<file path="config.mk">
export PLATFORM = sky130hd
export DESIGN_NAME = json_string_escaper
export DESIGN_NICKNAME = d
export VERILOG_FILES = /design/src/hdl/jse_pkg.sv /design/src/hdl/jse_front.sv /design/src/hdl/jse_fifo.sv /design/src/hdl/jse_back.sv /design/src/hdl/json_string_escaper.sv
export SDC_FILE = /design/constraint.sdc
export NUM_CORES = 1
export LEC_CHECK = 0
export ABC_AREA = 1
export BUFFER_PORTS_ARGS = -buffer_cell sky130_fd_sc_hd__buf_2
export CORE_ASPECT_RATIO = 1.25
export CORE_MARGIN = 10
export CORE_UTILIZATION = 40
export CTS_CLUSTER_SIZE = 28
export DETAILED_ROUTE_END_ITERATION = 10
export GPL_TIMING_DRIVEN = 0
export PLACE_DENSITY = 0.62
export SYNTH_ARGS = -nofsm -noshare
export SYNTH_HDL_FRONTEND = slang
export SYNTH_HIERARCHICAL = 1
export SYNTH_SLANG_ARGS = --single-unit
</file>
<file path="constraint.sdc">
create_clock -name clk -period 8.4 [get_ports clk]
set_input_delay 0.42 -clock clk [delete_from_list [all_inputs] [get_ports clk]]
set_output_delay 0.42 -clock clk [all_outputs]
set_load 0.01 [all_outputs]
</file>
<file path="src/hdl/jse_pkg.sv">
// Shared types, constants and the escape table for the JSON string escaper.
package jse_pkg;

  localparam logic [7:0]  CH_BSLASH = 8'h5C;
  localparam logic [7:0]  CH_U      = 8'h75;
  localparam logic [7:0]  CH_ZERO   = 8'h30;
  localparam logic [7:0]  CH_LO_A   = 8'h61;
  localparam logic [7:0]  CH_UP_A   = 8'h41;
  localparam logic [20:0] CP_MIN    = 21'h000020;
  localparam logic [2:0]  REG_HEX_UPPER = 3'd0;

  typedef enum logic [1:0] {
    TK_CHAR = 2'd0,
    TK_ESC  = 2'd1,
    TK_ERR  = 2'd2,
    TK_UNI  = 2'd3
  } tok_kind_t;

  typedef struct packed {
    tok_kind_t   kind;
    logic [2:0]  ndig;
    logic [20:0] data;
  } tok_t;

  function automatic logic [7:0] esc_letter(input logic [7:0] b);
    logic [7:0] e;
    e = 8'h00;
    unique case (b)
      8'h22:   e = 8'h22;
      8'h5C:   e = 8'h5C;
      8'h2F:   e = 8'h2F;
      8'h08:   e = 8'h62;
      8'h0C:   e = 8'h66;
      8'h0A:   e = 8'h6E;
      8'h0D:   e = 8'h72;
      8'h09:   e = 8'h74;
      default: e = 8'h00;
    endcase
    return e;
  endfunction

endpackage

</file>
<file path="src/hdl/jse_front.sv">
// Front end: UTF-8 sequence assembly and classification of each byte into a request token.
module jse_front (
  input  logic           clk,
  input  logic           rst_n,
  input  logic           in_tvalid,
  output logic           in_tready,
  input  logic [7:0]     in_tdata,   // [7:0] in_byte
  input  logic           in_tlast,
  input  logic           q_full,
  output logic           push,
  output jse_pkg::tok_t  push_tok
);

  logic [2:0]  seq_len_r, seq_len_nxt;
  logic [2:0]  seq_rcv_r, seq_rcv_nxt;
  logic [20:0] acc_r, acc_nxt;

  logic        fire;
  logic        finish;
  logic [20:0] cp;
  logic [2:0]  rcv_inc;
  logic [7:0]  esc;
  jse_pkg::tok_t single_tok, uni_tok;

  assign in_tready = !q_full;
  assign fire      = in_tvalid && in_tready;
  assign esc       = jse_pkg::esc_letter(in_tdata);
  assign rcv_inc   = seq_rcv_r + 3'd1;

  always_comb begin
    single_tok.ndig = 3'd0;
    if (esc != 8'h00) begin
      single_tok.kind = jse_pkg::TK_ESC;
      single_tok.data = {13'd0, esc};
    end else if (in_tdata < 8'h20) begin
      single_tok.kind = jse_pkg::TK_ERR;
      single_tok.data = '0;
    end else begin
      single_tok.kind = jse_pkg::TK_CHAR;
      single_tok.data = {13'd0, in_tdata};
    end
  end

  always_comb begin
    uni_tok.data = cp;
    if (cp[20]) begin
      uni_tok.ndig = 3'd6;
    end else if (cp[19:16] != 4'd0) begin
      uni_tok.ndig = 3'd5;
    end else begin
      uni_tok.ndig = 3'd4;
    end
    if (cp < jse_pkg::CP_MIN || (cp[20] && cp[19:16] != 4'd0)) begin
      uni_tok.kind = jse_pkg::TK_ERR;
    end else begin
      uni_tok.kind = jse_pkg::TK_UNI;
    end
  end

  always_comb begin
    seq_len_nxt = seq_len_r;
    seq_rcv_nxt = seq_rcv_r;
    acc_nxt     = acc_r;
    finish      = 1'b0;
    cp          = '0;
    push        = 1'b0;
    push_tok    = single_tok;
    if (seq_len_r == 3'd0) begin
      priority if (in_tdata[7:5] == 3'b110) begin
        seq_len_nxt = 3'd2;
        cp          = {16'd0, in_tdata[4:0]};
        finish      = in_tlast;
      end else if (in_tdata[7:4] == 4'b1110) begin
        seq_len_nxt = 3'd3;
        cp          = {17'd0, in_tdata[3:0]};
        finish      = in_tlast;
      end else if (in_tdata[7:3] == 5'b11110) begin
        seq_len_nxt = 3'd4;
        cp          = {18'd0, in_tdata[2:0]};
        finish      = in_tlast;
      end else begin
        seq_len_nxt = 3'd0;
        push        = fire;
      end
      seq_rcv_nxt = (seq_len_nxt != 3'd0) ? 3'd1 : 3'd0;
      acc_nxt     = cp;
    end else begin
      cp          = {acc_r[14:0], in_tdata[5:0]};
      acc_nxt     = cp;
      seq_rcv_nxt = rcv_inc;
      finish      = !(rcv_inc < seq_len_r) || in_tlast;
    end
    if (finish) begin
      seq_len_nxt = 3'd0;
      seq_rcv_nxt = 3'd0;
      acc_nxt     = '0;
      push        = fire;
      push_tok    = uni_tok;
    end
  end

  always_ff @(posedge clk) begin
    if (!rst_n) begin
      seq_len_r <= 3'd0;
      seq_rcv_r <= 3'd0;
      acc_r     <= '0;
    end else if (fire) begin
      seq_len_r <= seq_len_nxt;
      seq_rcv_r <= seq_rcv_nxt;
      acc_r     <= acc_nxt;
    end
  end

endmodule

</file>
<file path="src/hdl/jse_fifo.sv">
// Short token queue between the front end and the character expander.
module jse_fifo #(
  parameter int DEPTH = 4
) (
  input  logic           clk,
  input  logic           rst_n,
  input  logic           push,
  input  jse_pkg::tok_t  push_tok,
  input  logic           pop,
  output logic           full,
  output logic           empty,
  output jse_pkg::tok_t  head_tok
);

  localparam int AW = (DEPTH > 2) ? $clog2(DEPTH) : 1;
  localparam int CW = $clog2(DEPTH + 1);

  jse_pkg::tok_t  mem_r [DEPTH];
  logic [AW-1:0]  wr_ptr_r, rd_ptr_r;
  logic [CW-1:0]  count_r, count_nxt;

  function automatic logic [AW-1:0] wrap_inc(input logic [AW-1:0] p);
    return (p == AW'(DEPTH - 1)) ? '0 : p + AW'(1);
  endfunction

  assign full     = (count_r == CW'(DEPTH));
  assign empty    = (count_r == '0);
  assign head_tok = mem_r[rd_ptr_r];

  always_comb begin
    count_nxt = count_r;
    if (push && !pop) begin
      count_nxt = count_r + CW'(1);
    end else if (pop && !push) begin
      count_nxt = count_r - CW'(1);
    end
  end

  always_ff @(posedge clk) begin
    if (!rst_n) begin
      wr_ptr_r <= '0;
      rd_ptr_r <= '0;
      count_r  <= '0;
    end else begin
      count_r <= count_nxt;
      if (push) begin
        wr_ptr_r <= wrap_inc(wr_ptr_r);
      end
      if (pop) begin
        rd_ptr_r <= wrap_inc(rd_ptr_r);
      end
    end
  end

  always_ff @(posedge clk) begin
    if (push) begin
      mem_r[wr_ptr_r] <= push_tok;
    end
  end

endmodule

</file>
<file path="src/hdl/jse_back.sv">
// Back end: expands the head token into the output register, a character per cycle unless stalled.
module jse_back (
  input  logic           clk,
  input  logic           rst_n,
  input  logic           hex_upper,
  input  logic           q_empty,
  input  jse_pkg::tok_t  head_tok,
  output logic           pop,
  output logic           out_tvalid,
  input  logic           out_tready,
  output logic [7:0]     out_tdata,  // [7:0] out_char
  output logic           out_tlast,
  output logic           out_tuser   // [0] error_flag
);

  logic [2:0] idx_r, idx_nxt;
  logic       valid_r, valid_nxt;
  logic [7:0] char_r, char_nxt;
  logic       last_r, last_nxt;
  logic       err_r, err_nxt;

  logic       load;
  logic [2:0] last_idx;
  logic [2:0] dsel;
  logic [3:0] nib;
  logic [7:0] hex_ch;
  logic [7:0] ch;
  logic       is_err;

  assign load = !q_empty && (!valid_r || out_tready);
  assign dsel = head_tok.ndig + 3'd1 - idx_r;

  always_comb begin
    unique case (dsel)
      3'd0:    nib = head_tok.data[3:0];
      3'd1:    nib = head_tok.data[7:4];
      3'd2:    nib = head_tok.data[11:8];
      3'd3:    nib = head_tok.data[15:12];
      3'd4:    nib = head_tok.data[19:16];
      3'd5:    nib = {3'd0, head_tok.data[20]};
      default: nib = 4'd0;
    endcase
    if (nib < 4'd10) begin
      hex_ch = jse_pkg::CH_ZERO + {4'd0, nib};
    end else begin
      hex_ch = (hex_upper ? jse_pkg::CH_UP_A : jse_pkg::CH_LO_A) + {4'd0, nib} - 8'd10;
    end
  end

  always_comb begin
    is_err = 1'b0;
    unique case (head_tok.kind)
      jse_pkg::TK_CHAR: begin
        last_idx = 3'd0;
        ch       = head_tok.data[7:0];
      end
      jse_pkg::TK_ERR: begin
        last_idx = 3'd0;
        ch       = 8'h00;
        is_err   = 1'b1;
      end
      jse_pkg::TK_ESC: begin
        last_idx = 3'd1;
        ch       = (idx_r == 3'd0) ? jse_pkg::CH_BSLASH : head_tok.data[7:0];
      end
      jse_pkg::TK_UNI: begin
        last_idx = head_tok.ndig + 3'd1;
        if (idx_r == 3'd0) begin
          ch = jse_pkg::CH_BSLASH;
        end else if (idx_r == 3'd1) begin
          ch = jse_pkg::CH_U;
        end else begin
          ch = hex_ch;
        end
      end
      default: begin
        last_idx = 3'd0;
        ch       = 8'h00;
      end
    endcase
  end

  always_comb begin
    idx_nxt   = idx_r;
    char_nxt  = char_r;
    last_nxt  = last_r;
    err_nxt   = err_r;
    valid_nxt = valid_r && !out_tready;
    pop       = 1'b0;
    if (load) begin
      valid_nxt = 1'b1;
      char_nxt  = ch;
      err_nxt   = is_err;
      last_nxt  = (idx_r == last_idx);
      if (idx_r == last_idx) begin
        pop     = 1'b1;
        idx_nxt = 3'd0;
      end else begin
        idx_nxt = idx_r + 3'd1;
      end
    end
  end

  always_ff @(posedge clk) begin
    if (!rst_n) begin
      valid_r <= 1'b0;
      idx_r   <= 3'd0;
    end else begin
      valid_r <= valid_nxt;
      idx_r   <= idx_nxt;
    end
  end

  always_ff @(posedge clk) begin
    char_r <= char_nxt;
    last_r <= last_nxt;
    err_r  <= err_nxt;
  end

  assign out_tvalid = valid_r;
  assign out_tdata  = char_r;
  assign out_tlast  = last_r;
  assign out_tuser  = err_r;

endmodule

</file>
<file path="src/hdl/json_string_escaper.sv">
// JSON string escaper top level: front end, token queue, character expander and register port.
//
// Input stream: one UTF-8 byte per request on in_tdata, in_tlast on the final byte
// of a string. Output stream: one escaped ASCII character per request on out_tdata,
// out_tlast on the last character produced by an input byte, out_tuser set on an
// error request (invalid character, out_tdata zero, always the only one for its byte).
// Register hex_upper at byte address 0 selects uppercase hex digits in \u escapes.
// An accepted byte is classified in the cycle it is taken and queued as a token;
// its first character goes from the queue head into the output register. A lead
// or middle continuation byte that does not end a sequence produces nothing.
// Output rate is one character per cycle while out_tready is high, set by the single
// expander; plain bytes go through at one per cycle, a byte that expands to n characters
// (2 for short escapes, 6 to 8 for \u escapes) occupies the expander until all n are
// out, while the queue of QDEPTH tokens absorbs following bytes.
// Reset clears the sequence state, the queue, the output valid flag and hex_upper.
// When out_tready is low the output register holds; the queue fills and then
// in_tready drops until characters drain.
module json_string_escaper #(
  parameter int QDEPTH = 4
) (
  input  logic        clk,
  input  logic        rst_n,
  input  logic        in_tvalid,
  output logic        in_tready,
  input  logic [7:0]  in_tdata,    // [7:0] in_byte
  input  logic        in_tlast,
  output logic        out_tvalid,
  input  logic        out_tready,
  output logic [7:0]  out_tdata,   // [7:0] out_char
  output logic        out_tlast,
  output logic        out_tuser,   // [0] error_flag
  input  logic        cfg_psel,
  input  logic        cfg_penable,
  input  logic        cfg_pwrite,
  input  logic [2:0]  cfg_paddr,
  input  logic [31:0] cfg_pwdata,
  output logic [31:0] cfg_prdata,
  output logic        cfg_pready
);

  localparam logic [2:0] ADDR_HEX_UPPER = 3'(4 * jse_pkg::REG_HEX_UPPER);

  logic          hex_upper_r;
  logic          q_full, q_empty, push, pop;
  jse_pkg::tok_t push_tok, head_tok;

  assign cfg_pready = 1'b1;
  assign cfg_prdata = (cfg_paddr == ADDR_HEX_UPPER) ? {31'd0, hex_upper_r} : 32'd0;

  always_ff @(posedge clk) begin
    if (!rst_n) begin
      hex_upper_r <= 1'b0;
    end else if (cfg_psel && cfg_penable && cfg_pwrite && cfg_pready
                 && cfg_paddr == ADDR_HEX_UPPER) begin
      hex_upper_r <= cfg_pwdata[0];
    end
  end

  jse_front u_front (
    .clk       (clk),
    .rst_n     (rst_n),
    .in_tvalid (in_tvalid),
    .in_tready (in_tready),
    .in_tdata  (in_tdata),
    .in_tlast  (in_tlast),
    .q_full    (q_full),
    .push      (push),
    .push_tok  (push_tok)
  );

  jse_fifo #(
    .DEPTH (QDEPTH)
  ) u_fifo (
    .clk      (clk),
    .rst_n    (rst_n),
    .push     (push),
    .push_tok (push_tok),
    .pop      (pop),
    .full     (q_full),
    .empty    (q_empty),
    .head_tok (head_tok)
  );

  jse_back u_back (
    .clk        (clk),
    .rst_n      (rst_n),
    .hex_upper  (hex_upper_r),
    .q_empty    (q_empty),
    .head_tok   (head_tok),
    .pop        (pop),
    .out_tvalid (out_tvalid),
    .out_tready (out_tready),
    .out_tdata  (out_tdata),
    .out_tlast  (out_tlast),
    .out_tuser  (out_tuser)
  );

endmodule

</file>
# Yosys cells after proc, flatten, opt, wreduce, memory -nomap -nowiden
# Memory sizes are Yosys's and may differ from the RTL's. A register that Yosys moved wholly into a read port is not among the register bits.
# Cells that the tools add are included.
# word_totals
register_bits	43
word_cells	138
mem_count	1
out_inout_bits	45
mem_bits_rw	104
# mem_list
name	words	width	read_ports	rd_ports_with_merged_regs	write_ports	line_no	source
u_fifo.mem_r	4	26	1	1	1	jse_fifo.sv:18	jse_pkg::tok_t mem_r [DEPTH];
# classes
add_sub_neg	11
n_eq_ne	24
mux	54
n_reduce_logical	32
n_lt_le_gt_ge	4
# ops
op	count
$mux W21	4
$pmux W7 S8	1
$eq A8 B4 Y1 const B	5
$mux W8	5
$mux W3	12
$pmux W8 S4	1
$mux W26	1
$pmux W4 S6	1
$lt A21 B6 Y1 const B	1
$mux W1	19
$eq A8 B6 Y1 const B	2
$logic_not A3 Y1	5
$mux W15	1
$mux W2	7
$add A3 B1 Y3 const B	4
$eq A3 B3 Y1 const B	4
$logic_and A1 B1 Y1	9
$pmux W3 S3	1
$add A8 B4 Y8	1
$eq A2 B2 Y1 const B	4
$eq A8 B7 Y1 const B	1
$lt A8 B6 Y1 const B	1
$reduce_bool A8 Y1	1
$sub A8 B4 Y8 const B	1
other kinds (21)	33

# Longest topological paths before layout
# logic_depth
ltp_word	12
ltp_mapped	26

# Hierarchy
# Netlist, hierarchy kept.
# by_module_without_submodules
module	cells_per_inst	instances	seq_area_each_um2	area_per_inst_um2
jse_fifo	310	1	3303.2	4305.4
jse_front	304	1	420.4	1730.4
jse_back	169	1	380.4	1231.2
json_string_escaper	48	1	20.0	330.3

# Worst setup path before layout
# No wires, ideal clock.
# synth_timing
path_type	register -> register
start	reg (tool-made name)
end	reg u_back.char_r[2], in the netlist u_back/out_tdata[2], data pin
path_buffers	3
synth_period_minus_slack_ps	3242
t_required_ps	8144
path_slack_ps	5158
stages_incl_launch_ff	23
t_arrival_ps	2986
setup_ps	256
cell_sequence	dfxtp_1 > buf_6 > buf_2 > o21ai_1 > o22ai_1 > ha_1 > fa_1 > xnor2_1 > nand2_2 > nand2_4 > buf_6 > inv_1 > nand3_1 > nand3_1 > nor2_1 > ha_1 > inv_1 > nand2_1 > nand2_1 > nand2_1 > nand3_2 > nand2_1 > nand2_1
# synth_lines
element	line_no	source
to (signal assigned)	jse_back.sv:115	char_r <= char_nxt;
to (decl)	jse_back.sv:18	logic [7:0] char_r, char_nxt;

==> summary.txt <==
GRT
  – Via count of the first global-routing pass: 5,535
  – Global-route usage over all layers: 14.3%
  – Wire length of the first global-routing pass: approximately 28,000 µm
  – Global-route congestion overflow total: 0
  – Largest net degree at the start of global routing: 27
  – Number of antenna violations at the first check in global routing: 0

Critical path
  – Critical-path cell with the highest stage delay: sky130_fd_sc_hd__fa_1
  – CP arrival: 4150 ps
  – Slowest Stage Delay on Critical Path: 550 ps
  – Critical path cell sequence: inv_2 -> buf_2 -> o21ai_0 -> o22ai_1 -> ha_1 -> fa_1 -> nor2_2 -> nand4_1 -> nand3_1 -> nor2_8 -> ha_1 -> nand2_1 -> nand2_1 -> nand2_1 -> nand3_2 -> nand2_1 -> nand2_1
  – Category of the critical setup timing path: flop to flop
  – Worst R2R Path Depth: 17
  – Reg2Reg Setup Slack: around 4400 ps
  – Critical Path RT: ~8600 ps
  – Element type at the critical path end: flop
  – Critical path peak fanout: 10
  – Element type at the critical path start: flop
  – Buffers & Inverters on Critical Path: 2
  – Critical path's most frequent cell: sky130_fd_sc_hd__nand2_1
  – Kind of cell adding the most delay to the critical path: simple AND/OR/NAND/NOR gates
  – FF-to-FF End: u_back/out_tdata[2]

CTS
  – Clock Root Buffer: sky130_fd_sc_hd__clkbuf_16
  – Clock insertion delay at the later pin of the skew report: 430 ps
  – Post-cts sizing count: 0
  – Max Buffers Root-to-Sink: 2
  – Number of levels in the clock H-tree: 4
  – Clock tree from TritonCTS: done
  – Hold buffer count at CTS: 0
  – CTS clk-pin slew, worst paths: 60 ps
  – Post-CTS Setup Repair Bufs: 0
  – Clock buffer count from CTS: 17
  – # clock sinks: about 150

Yosys
  – Share of cell area taken by muxes after synthesis: 0%
  – Mean cell area of the mapped netlist: 9.14 µm²
  – Post-synthesis instance area: 7600 µm²
  – Post-synth top flop: sky130_fd_sc_hd__edfxtp_1
  – Area share of xor/xnor cells in the synthesized design: 0.692%
  – Post-synthesis sequential area ratio: 54.3%
  – Count of different cell masters after synthesis: 43
  – Count of flip-flops with a built-in enable after synthesis: 114
  – Compound-cell area share of the yosys netlist: 11.8%
  – FFs w/ async S/R, synth: 0%
  – Post-Synthesis Cells: approximately 830
  – Simple-gate area share of the yosys netlist: 19.7%
  – Adder-cell share of the synthesized area: approximately 3%
  – Total number of yosys warnings: 6
  – Main combinational cell family by area after synthesis: simple AND/OR/NAND/NOR gates
  – Number of synthesized register bits: roughly 150

Hold path
  – Startpoint of the worst hold path: out_tready
  – Worst hold path class: primary input to flop
  – Worst Hold Endpoint: u_back/out_tvalid
  – Hold Path Stages: 4

Detailed routing
  – Starting DRT DRC Count: 375
  – DR DRC count: 0
  – Iteration count of the initial detailed-routing pass: 5
  – Detail-routed via count per cell: about 5.0
  – Antenna Nets Post-Route: 0
  – Final routed wirelength across all metal layers: around 18,000 µm
  – Detail-routed net length per standard cell: 15.5 µm
  – Vias after detailed routing: between 5,000 and 6,000

Floorplanning
  – Top-level I/O count: 96
  – Die W: ~140 µm
  – Height of the die: ~170 µm
  – Area enclosed by the die boundary: between 20,000 and 25,000 µm²
  – Initial core utilization: 40.6%
  – Row count: 56
  – Area inside the core boundary: between 15,000 and 20,000 µm²

Power and ir drop
  – Reg power frac: roughly 34%
  – Internal portion of total power: 0.00189 W
  – Total Power: approximately 0.0031 W
  – Leakage power summed over all cells: between 3 and 4 nW
  – Part of the power in combinational logic: 42.3%
  – Switch Pwr: 0.00124 W
  – Clock Power Share: 24.2%
  – Ratio of total power to cell area: 358 nW/µm²
  – Net switching share of the total power: 39.6%
  – Worst vdd ir: 0.000179 V

Final layout
  – Finished Layout Cells: roughly 1,200
  – Share of final-layout standard cells stronger than drive strength 1: 16.4%
  – Nets: roughly 980
  – Most frequent cells in the layout: sky130_fd_sc_hd__nand2_1 (131), sky130_fd_sc_hd__edfxtp_1 (114), sky130_fd_sc_hd__nor2_1 (107)
  – Most frequent standard cell in the layout excluding fill and tap cells: sky130_fd_sc_hd__nand2_1
  – Count of antenna diodes in the layout: 0
  – Area growth syn-to-layout: 15.1%
  – Filler cell count: 1,783

Timing
  – Setup-failing EPs final: 0
  – Worst slew slack as a fraction of its limit: 15.7%
  – Number of pins with negative max-slew slack in the final report: 0
  – Final setup TNS: 0 ps
  – Portion of the clock cycle consumed by the worst path in the final layout: around 47%
  – Count of final hold-check violations: 0
  – Max Fclk: 251 MHz
  – Shortest clock period the worst path allows after layout: 3980 ps
  – Setup repair after global routing missed its margin: no
  – Slew at the pin with the worst max-slew slack: 1260 ps
  – Final-layout worst hold slack: 265 ps
  – Skew final: 6.82 ps

Placement
  – Buffers added on ports: 30
  – Placed cell count: between 1,000 and 1,500
  – Placer congestion estimate: 0.849
  – HPWL after detailed placement: 12,700 µm

Run
  – Max-cap violations: 0

Outcome
  – Run status: finished, final reports clean
## cell usage after synthesis (2+ instances only)
cell type | instances | area share [%]
sky130_fd_sc_hd__dfxtp_1 | 35 | 9.2
sky130_fd_sc_hd__nor3_1 | 8 | 0.53
sky130_fd_sc_hd__ha_1 | 15 | 2.5
sky130_fd_sc_hd__buf_2 | 13 | 0.86
sky130_fd_sc_hd__nor2_2 | 5 | 0.41
sky130_fd_sc_hd__xor2_1 | 5 | 0.58
sky130_fd_sc_hd__nor2_1 | 107 | 5.3
sky130_fd_sc_hd__conb_1 | 2 | 0.099
sky130_fd_sc_hd__nand2_4 | 7 | 1.0
sky130_fd_sc_hd__a21oi_1 | 28 | 1.8
sky130_fd_sc_hd__nand3_1 | 55 | 3.6
sky130_fd_sc_hd__clkbuf_1 | 5 | 0.25
sky130_fd_sc_hd__nand2_2 | 4 | 0.33
sky130_fd_sc_hd__o21ai_0 | 81 | 5.3
sky130_fd_sc_hd__o21ai_1 | 22 | 1.4
sky130_fd_sc_hd__nand4_1 | 9 | 0.74
sky130_fd_sc_hd__o21ai_2 | 2 | 0.23
sky130_fd_sc_hd__buf_4 | 41 | 4.1
sky130_fd_sc_hd__inv_2 | 5 | 0.25
sky130_fd_sc_hd__edfxtp_1 | 114 | 45
sky130_fd_sc_hd__nand3b_1 | 2 | 0.20
sky130_fd_sc_hd__buf_6 | 5 | 0.74
sky130_fd_sc_hd__nand2_1 | 131 | 6.5
sky130_fd_sc_hd__nand3_2 | 3 | 0.40
sky130_fd_sc_hd__fa_1 | 2 | 0.53
sky130_fd_sc_hd__inv_1 | 82 | 4.1
sky130_fd_sc_hd__nor2_4 | 2 | 0.30
sky130_fd_sc_hd__o22ai_1 | 26 | 2.1
## power by group through the flow
stage	registers, W	clock network [W]	logic (W)
6_report	0.00105	0.000756	0.00132
5_1_grt	0.00106	0.000801	0.00148
4_1_cts	0.00105	0.000769	0.00133
3_5_place_dp	0.00106	0	0.00132
3_3_place_gp	0.00106	0	0.00131
2_1_floorplan	0.00107	0	0.000979
## registers in the layout, indices dropped and copies added (netlist names), 2 cells and up, named ones only
register           cells
u_fifo/mem_r         104
u_front/acc_r         15
u_back/out_tdata       8
u_back/idx_r           3
u_fifo/count_r         3
u_front/seq_len_r      3
u_front/seq_rcv_r      3
u_fifo/rd_ptr_r        2
u_fifo/wr_ptr_r        2
## kinds of logic (layout without fill, tap and decap cells)
logic type | count (synthesis) | count (layout)
adders and majority gates | 17 | 17
other | 2 | 32
xor gates and xnor gates | 6 | 6
buffers and inverters | 155 | 217
AOI/OAI and AO/OA | 167 | 167
and+or+nand+nor | 335 | 335
DFF | 149 | 149
## through the flow
| stage | util (%) | cell area, µm² | setup WS (ps) |
|---|---|---|---|
| after floorplan | - | 7710 | 5160 |
| after global placement | 43.6 | 8150 | 4440 |
| after detailed placement | 43.6 | 8150 | 4380 |
| after CTS | 46.8 | 8750 | 4360 |
| after global routing | 46.8 | 8750 | 3990 |
| final | 46.8 | 8750 | 4420 |
## per-layer routing
metal  wire (µm)  global-route usage [%]
met4         267                    5.88
met1        7590                    16.8
met2        9220                    24.8
met5           0                       0
met3         799                    2.84
## worst min-delay path, stage by stage
cell	delay (ps)
sky130_fd_sc_hd__buf_2	70
sky130_fd_sc_hd__inv_1	40
sky130_fd_sc_hd__nand2_1	50
sky130_fd_sc_hd__a21boi_0	60
## worst max path at each step
stage | startpoint | endpoint | depth (start not counted)
floorplan | flop | u_back/out_tdata[2] | 22
global placement | flop | u_back/out_tdata[2] | 22
detailed placement | flop | u_back/out_tdata[2] | 22
CTS | flop | u_back/out_tdata[2] | 22
global route | flop | u_back/out_tdata[2] | 22
finish | flop | u_back/out_tdata[2] | 17
## final cells by class
type,instances,area [µm²],area share (%)
timing repair buffer,30,150,1.72
buffer,65,452,5.16
inverter,90,342,3.91
tap,232,290,3.32
clock inverter,9,86.3,0.987
sequential,149,4120,47.1
clock buffer,23,510,5.84
multi-input combinational,557,2790,31.9
Power figures use the tool's default switching activity.
